`src/efr_pkg.sv`:
```
package efr_pkg;

  localparam logic [7:0] StartMark = 8'hEB;
  localparam logic [7:0] EscMark   = 8'hDA;
  localparam logic [7:0] EscXor    = 8'h19;
  localparam logic [7:0] MinLength = 8'd4;

  localparam logic [7:0] PosHunt   = 8'd0;
  localparam logic [7:0] PosLength = 8'd1;
  localparam logic [7:0] PosCtrl   = 8'd2;

  typedef enum logic [1:0] {
    KIND_CONTROL = 2'd0,
    KIND_PAYLOAD = 2'd1,
    KIND_GOOD    = 2'd2,
    KIND_BAD     = 2'd3
  } kind_e;

  typedef struct packed {
    logic [7:0] position;
    logic       escape_pending;
    logic [7:0] frame_length;
    logic [7:0] running_sum;
  } state_t;

  typedef struct packed {
    kind_e      kind;
    logic [7:0] value;
  } deframed_t;

endpackage

```
`src/efr_step.sv`:
```
module efr_step import efr_pkg::*; (
  input  state_t     state_i,
  input  logic [7:0] rx_byte_i,
  output state_t     state_o,
  output logic       res_valid_o,
  output deframed_t  res_o
);

  logic [7:0] byte_w;
  logic       last_w;

  assign byte_w = state_i.escape_pending ? (rx_byte_i ^ EscXor) : rx_byte_i;
  assign last_w = ({1'b0, state_i.position} + 9'd1) >= {1'b0, state_i.frame_length};

  always_comb begin
    state_o     = state_i;
    res_valid_o = 1'b0;
    res_o.kind  = KIND_CONTROL;
    res_o.value = byte_w;
    priority if (state_i.position == PosHunt) begin
      if (rx_byte_i == StartMark) begin
        state_o.position       = PosLength;
        state_o.escape_pending = 1'b0;
        state_o.running_sum    = StartMark;
      end
    end else if (rx_byte_i == EscMark) begin
      state_o.escape_pending = 1'b1;
    end else if (state_i.position == PosLength) begin
      state_o.escape_pending = 1'b0;
      if (byte_w < MinLength) begin
        state_o.position = PosHunt;
      end else begin
        state_o.frame_length = byte_w;
        state_o.running_sum  = state_i.running_sum + byte_w;
        state_o.position     = PosCtrl;
      end
    end else if (last_w) begin
      state_o.escape_pending = 1'b0;
      state_o.position       = PosHunt;
      res_valid_o            = 1'b1;
      res_o.kind             = (byte_w == state_i.running_sum) ? KIND_GOOD : KIND_BAD;
      res_o.value            = state_i.running_sum;
    end else begin
      state_o.escape_pending = 1'b0;
      state_o.running_sum    = state_i.running_sum + byte_w;
      state_o.position       = state_i.position + 8'd1;
      res_valid_o            = 1'b1;
      res_o.kind             = (state_i.position == PosCtrl) ? KIND_CONTROL : KIND_PAYLOAD;
    end
  end

endmodule

```
`src/escaped_frame_receiver_core.sv`:
```
// Channel   Direction  Handshake                  Payload
// input     in         in_valid_i / in_ready_o    rx_byte_i[7:0]
// output    out        out_valid_o / out_ready_i  kind_o[1:0], value_o[7:0]
//
// A byte that yields a result presents it on the output register in the cycle
// after acceptance.
// One input transaction can be accepted every cycle while the output register
// is empty or its transaction is taken in the same cycle.
// Reset returns the deframer to hunting for the start marker and empties the output.
// An output stall holds in_ready_o low until the pending result is taken.
module escaped_frame_receiver_core import efr_pkg::*; (
  input  logic       clk_i,
  input  logic       rst_ni,
  input  logic       in_valid_i,
  output logic       in_ready_o,
  input  logic [7:0] rx_byte_i,
  output logic       out_valid_o,
  input  logic       out_ready_i,
  output logic [1:0] kind_o,
  output logic [7:0] value_o
);

  state_t    state_q, state_d;
  deframed_t res_q, res_w;
  logic      res_valid_w;
  logic      out_valid_q, out_valid_d;
  logic      in_fire;

  efr_step u_step (
    .state_i     (state_q),
    .rx_byte_i   (rx_byte_i),
    .state_o     (state_d),
    .res_valid_o (res_valid_w),
    .res_o       (res_w)
  );

  assign in_ready_o = !out_valid_q || out_ready_i;
  assign in_fire    = in_valid_i && in_ready_o;

  always_comb begin
    out_valid_d = out_valid_q && !out_ready_i;
    if (in_fire && res_valid_w) begin
      out_valid_d = 1'b1;
    end
  end

  always_ff @(posedge clk_i or negedge rst_ni) begin
    if (!rst_ni) begin
      state_q     <= '0;
      out_valid_q <= 1'b0;
    end else begin
      out_valid_q <= out_valid_d;
      if (in_fire) begin
        state_q <= state_d;
      end
    end
  end

  always_ff @(posedge clk_i) begin
    if (in_fire && res_valid_w) begin
      res_q <= res_w;
    end
  end

  assign out_valid_o = out_valid_q;
  assign kind_o      = res_q.kind;
  assign value_o     = res_q.value;

`ifndef ASSERT_OFF
  a_len_min: assert property (@(posedge clk_i) disable iff (!rst_ni)
    (state_q.position >= PosCtrl) |-> (state_q.frame_length >= MinLength))
    else $error("frame length below minimum inside a frame");

  a_pos_bound: assert property (@(posedge clk_i) disable iff (!rst_ni)
    (state_q.position >= PosCtrl) |-> (state_q.position < state_q.frame_length))
    else $error("position ran past frame length");

  a_esc_hunt: assert property (@(posedge clk_i) disable iff (!rst_ni)
    (state_q.position == PosHunt) |-> !state_q.escape_pending)
    else $error("escape pending while hunting");

  a_no_overwrite: assert property (@(posedge clk_i) disable iff (!rst_ni)
    (out_valid_q && !out_ready_i) |-> !in_fire)
    else $error("input accepted while result stalled");
`endif

endmodule
```
`config.mk`:
```
export PLATFORM = sky130hd
export DESIGN_NAME = escaped_frame_receiver_core
export DESIGN_NICKNAME = d
export VERILOG_FILES = /design/src/efr_pkg.sv /design/src/efr_step.sv /design/src/escaped_frame_receiver_core.sv
export SDC_FILE = /design/constraint.sdc
export NUM_CORES = 1
export LEC_CHECK = 0
export ABC_AREA = 0
export BUFFER_PORTS_ARGS = -buffer_cell sky130_fd_sc_hd__buf_2
export CAP_MARGIN = 20
export CORE_MARGIN = 10
export CORE_UTILIZATION = 55
export CTS_CLUSTER_SIZE = 28
export DETAILED_ROUTE_END_ITERATION = 8
export GPL_TIMING_DRIVEN = 0
export PLACE_DENSITY = 0.78
export SYNTH_ARGS = -nofsm -noshare
export SYNTH_HDL_FRONTEND = slang
export SYNTH_SLANG_ARGS = --single-unit
```
`constraint.sdc`:
```
create_clock -name clk_i -period 4.99 [get_ports clk_i]
set_clock_uncertainty 0.15 [all_clocks]
set_input_delay 0.499 -clock clk_i [delete_from_list [all_inputs] [get_ports clk_i]]
set_output_delay 0.499 -clock clk_i [all_outputs]
set_load 0.005 [all_outputs]
```
==> results of run 1 <==
[layer usage]
| layer | wire [µm] | up-vias | track usage [%] |
|---|---|---|---|
| li1 | - | 885 | - |
| met1 | 2390 | 845 | 20.1 |
| met2 | 2330 | 92 | 22.1 |
| met3 | 483 | 11 | 4.54 |
| met4 | 93 | 0 | 6.89 |
| met5 | 0 | - | 0 |
[cells by family after synthesis]
logic type,share of synthesized area (%)
adders and majority gates,11.2
AOI/OAI and AO/OA,18.3
and+or+nand+nor,16.8
xor gates and xnor gates,6.08
muxes,1.95
DFF,41.3
buffers and inverters,4.40
[worst reg2reg max path: stages, from the launching register on]
cell and delay, ns:
dfrtp_1 0.47, ha_1 0.28, nand3_1 0.13, or2_1 0.31, xnor2_1 0.18, ha_1 0.27, and3_1 0.19, a221oi_1 0.31
o21ai_0 0.11, o21bai_2 0.29, nand4_1 0.35, mux2_2 0.39
[cells in the mapped netlist, types with 3 or more instances]
master	instances
a21o_1	7
a21oi_1	14
a22o_1	4
and3_1	6
buf_2	3
dfrtp_1	26
edfxtp_1	10
ha_1	19
inv_1	17
mux2_2	3
nand2_1	19
nand2b_1	4
nand3_1	6
nand4_1	3
nor2_1	9
nor2b_1	3
nor3_1	3
o21ai_0	10
o21ai_1	3
xnor2_1	9
xor2_1	7
[stage by stage]
stage          utilization (%)  std cells  setup WS [ns]  power, mW
4_1_cts                   64.2        308           1.32       1.59
3_5_place_dp              61.5        300           1.34       1.32
2_1_floorplan                -        228           1.81       1.11
5_1_grt                   64.2        308           1.06       1.72
3_3_place_gp              61.5        300           1.44       1.29
6_report                  64.2        308           1.32       1.59
[layout make-up]
type                            count  share of cell area [%]
Buffer                              6                    1.45
Clock buffer                        6                    2.81
Clock inverter                      2                    1.36
Inverter                           17                    2.47
Multi-Input combinational cell    169                    48.5
Sequential cell                    36                    36.8
Tap cell                           50                    2.42
Timing Repair Buffer               22                    4.26
[flip-flops by register name, summed over array words and instances, names as in the netlist]
register / count
out_valid_o: 1
state_q: 25
value_o: 8
kind_o: 2
[power by group through the flow]
stage / Clock (mW) / Sequential, mW / Combinational, mW
after floorplan: 0 / 0.508 / 0.606
after global placement: 0 / 0.514 / 0.777
after detailed placement: 0 / 0.520 / 0.804
after CTS: 0.259 / 0.516 / 0.813
after global routing: 0.273 / 0.529 / 0.913
final: 0.253 / 0.518 / 0.816
[worst min-delay path by stage]
| stage | startpoint | to | slack, ns | cells past startpoint |
|---|---|---|---|---|
| 6_report | rst_ni | state_q[20] | 0.06 | 1 |
| 3_5_place_dp | state_q[0] | state_q[0] | 0.36 | 2 |
| 3_3_place_gp | state_q[0] | state_q[0] | 0.34 | 2 |
| 2_1_floorplan | rst_ni | out_valid_o | 0.05 | 0 |
| 5_1_grt | rst_ni | state_q[19] | 0.11 | 1 |
| 4_1_cts | rst_ni | state_q[20] | 0.08 | 1 |
[cells in the final DEF (no fill, tap or decap), drive strengths merged, types with 7 or more instances in the layout]
master,n
nor2,9
inv,17
a21oi,15
dfrtp,26
clkbuf,7
edfxtp,10
xor2,7
nand2,20
a21o,8
xnor2,9
buf,27
o21ai,13
ha,19
==> impl_metrics.toml, run 1 <==
[setup_path]
crit_type = "flip-flop to flip-flop"
crit_buf_inv = 0
r2r_slack_ns = 1.32
crit_family = "simple AND/OR/NAND/NOR gates"
start_kind = "flip-flop"
crit_path_max_fanout = 9
r2r_cells = 11
r2r-start = "state_q[17]"
critPathRequiredTime_ns = 4.88
cp_slowest_cell = "dfrtp_1"
startpoint = "state_q[17]"
worst_setup_path_end_kind = "flip-flop"
cp-endpoint = "value_o[4]"
rr_endpoint = "value_o[4]"
cp_cell_sequence = "ha_1, nand3_1, or2_1, xnor2_1, ha_1, and3_1, a221oi_1, o21ai_0, o21bai_2, nand4_1, mux2_2"
critPathMaxStageDelay_ns = 0.47
path_depth = 11
crit_path_frequent_cell = "ha_1"
crit_arrival_ns = 3.56

[die]
initial_core_util_pct = 57.2
die_h_um = 84.7
dieArea_um2 = 7180
coreArea_um2 = 4030
boundaryPins = 24
rows = 23
die_w_um = 84.7

[synthesis]
ys_async_sr_fraction_pct = 72.2
synth_top_cell_area_share_pct = 28.2
synthDistinctLibCells = 56
yosysSeqAreaShare_pct = 41.3
synth_edf_count = 10
synth_cells = 228
syn_area_um2 = 2300
ys_top_cells_by_area = "dfrtp_1 (28%), edfxtp_1 (13%), ha_1 (10%)"
synth_warnings = 0
yosys.area.top_type = "dfrtp_1"
syn_nets = 260
synth.avg_cell_area_um2 = 10.1
ys_ff_latch = 36
synth_ff_type = "dfrtp_1"

[outcome]
status = "finished clean"

[detailed_routing]
first_pass_iters = 5
antenna_left = 0
wl_per_cell_um = 17.2
viasPerCell = 5.95
drt_iter0_markers = 128
drcViolationCount = 0
routed-via-count = 1833
routed_wl_um = 5300

[global_routing]
grt_pass1_wl_um = 8940
grt_antenna_before_repair = 0
grt_pass1_vias = 1858
grt_start_max_net_pins = 27
overflow = 0
grt.total_usage_pct = 15.2

[timing]
setup_tns_ns = 0
max_freq_mhz = 272
period_needed_ns = 3.67
hold_slack_ns = 0.0649
grt_setup_unrepaired = "false"
drv_slew = 0
final_hold_viol_count = 0
worstMarginPinSlew_ns = 0.609
fin_crit_sh_pct = 73.6
relSlewSlack_pct = 59.4
setup_viol = 0

[clock_tree]
cts.htree.levels = 2
postCtsSetupRepairBufs = 0
worstSkewPairLatency_ns = 0.29
clock_tree.buffer_depth = 2
clkSinkCount = 36
ctsResizeCount = 0
cts-root-buf = "clkbuf_8"
cts_buffers = 5
clk_pin_slew_ns = 0.07
hold_buffers = 0
cts_tree = "built"

[placement]
portBuffers = 22
hpwlAfterDp_um = 4030
dpl-instance-area_um2 = 2480
globalplace.congestion = 0.903

[power]
switchingPower_mw = 0.643
swShare_pct = 40.5
pwr_density_cell_nw_per_um2 = 614
power_leakage_nw = 1.23
seq_power_share_pct = 32.6
peakVddDrop_mv = 0.277
combPwrFrac_pct = 51.4
internal_power_mw = 0.944
power_frac_clock_pct = 16.0

[finish]
n_fill_cell = 331
syn_to_final_growth_pct = 12.2
nets = 289
regArea_um2 = 951
multiInputGateArea_um2 = 1250
drive_above_1_share_pct = 18.6
design_area_um2 = 2580
n_antenna_cell = 0

[hold_path]
min_path_type = "primary input to async pin"

[job]
drv_cap = 0
(Power assumes the default switching activity.)
==> run 2, diff against run 1 <==
clock period = 3.7 ns   (was 4.99 ns; I/O delays follow)
==> impl_metrics.toml, run 2 (synthesized netlist as in run 1, its figures left out) <==
[outcome]
status = "finished clean"

[setup_path]
critPathRequiredTime_ns = 3.59
worst_setup_path_end_kind = "flip-flop"
crit_type = "flip-flop to flip-flop"
start_kind = "flip-flop"
crit_path_max_fanout = 9
crit_arrival_ns = 3.41

[timing]
grt_setup_unrepaired = "false"
setup_viol = 0
fin_ws_ns = 0.180
fin_crit_sh_pct = 95.1
relSlewSlack_pct = 59.0
drv_slew = 0
setup_tns_ns = 0
max_freq_mhz = 284
worstMarginPinSlew_ns = 0.615
period_needed_ns = 3.52
final_hold_viol_count = 0

[global_routing]
grt_start_max_net_pins = 27
overflow = 0
grt_pass1_vias = 1861
grt_pass1_wl_um = 8930
grt.total_usage_pct = 15.2
grt_antenna_before_repair = 0

[detailed_routing]
routed_wl_um = 5400
wl_per_cell_um = 17.4
drcViolationCount = 0
drt_iter0_markers = 172
first_pass_iters = 4
antenna_left = 0
viasPerCell = 5.83
routed-via-count = 1814

[power]
combPwrFrac_pct = 51.9
seq_power_share_pct = 32.2
internal_power_mw = 1.29
total_power_mw = 2.17
pwr_density_cell_nw_per_um2 = 826
power_leakage_nw = 1.25
switchingPower_mw = 0.885
swShare_pct = 40.8
peakVddDrop_mv = 0.380
power_frac_clock_pct = 15.9

[die]
die_h_um = 84.7
dieArea_um2 = 7180
die_w_um = 84.7
initial_core_util_pct = 57.2
rows = 23
boundaryPins = 24
coreArea_um2 = 4030

[clock_tree]
clkSinkCount = 36
clk_pin_slew_ns = 0.07
cts_buffers = 5
cts-root-buf = "clkbuf_8"
worstSkewPairLatency_ns = 0.29
cts.htree.levels = 2
cts_tree = "built"
clock_tree.buffer_depth = 2

[finish]
nets = 292
syn_to_final_growth_pct = 14.1
regMostFlops = "state_q"
drive_above_1_share_pct = 20.3
largest_reg_flops = 25
final_core_util_pct = 65.2
final_cell_mix = "buf_2 (25), dfrtp_1 (25), nand2_1 (19)"
design_area_um2 = 2630
n_antenna_cell = 0

[hold_path]
min_path_type = "primary input to flip-flop"

[placement]
pre_cts_ws_ns = 0.0461
dpl-instance-area_um2 = 2480
globalplace.congestion = 0.903
hpwlAfterDp_um = 4030
portBuffers = 22

[job]
drv_cap = 0
[run 2: power by group through the flow]
| stage | Combinational, mW | Sequential (mW) | Clock [mW] |
|---|---|---|---|
| 6_report | 1.13 | 0.699 | 0.345 |
| 5_1_grt | 1.26 | 0.715 | 0.369 |
| 4_1_cts | 1.10 | 0.695 | 0.349 |
| 3_5_place_dp | 1.08 | 0.702 | 0 |
| 3_3_place_gp | 1.05 | 0.693 | 0 |
| 2_1_floorplan | 0.818 | 0.685 | 0 |
[run 2: path summary, 6_finish.rpt]
check	startpoint	end	slack, ns	cells past startpoint
setup / recovery	state_q[17]	value_o[6]	0.18	12
hold / removal	rx_byte_i[6]	state_q[14]	0.23	3
setup reg to reg	state_q[17]	value_o[6]	0.18	12
hold reg to reg	state_q[8]	state_q[8]	0.38	1
max in group asynchronous	rst_ni	state_q[17]	2.50	2
min in group asynchronous	rst_ni	state_q[23]	0.47	2
[run 2: cell type report]
class,count,area (µm²)
Buffer,6,37.5
Clock buffer,6,72.6
Clock inverter,2,35.0
Fill cell,327,1400
Inverter,17,63.8
Multi-Input combinational cell,169,1270
Sequential cell,36,952
Tap cell,50,62.6
Timing Repair Buffer,25,135
[run 2: critical path: stages, from the launching register on]
cell      delay (ns)
dfrtp_2         0.43
ha_2            0.23
nand3_1         0.12
or2_1           0.32
xnor2_2         0.16
ha_1            0.29
and3_1          0.19
a221oi_1        0.30
o21ai_0         0.14
o21bai_4        0.24
and2_1          0.22
o21a_1          0.24
o22a_1          0.22
[run 2: through the flow]
stage	cells	hold slack, ns
after floorplan	228	-0.0756
after global placement	300	0.262
after detailed placement	300	0.267
after CTS	309	0.219
after global routing	311	0.259
final	311	0.226
[run 2: repair_timing]
action                                 CTS  global route
endpoints found under the hold margin   26             0
setup buffers                            0             2
setup endpoints to repair                0            18
resized for setup                        0             4
hold buffers                             1             0
[run 2: per-layer routing]
metal | track usage (%) | wire (µm)
met5 | 0 | 0
met4 | 6.89 | 68
met3 | 4.54 | 378
met2 | 22.0 | 2390
met1 | 20.2 | 2560
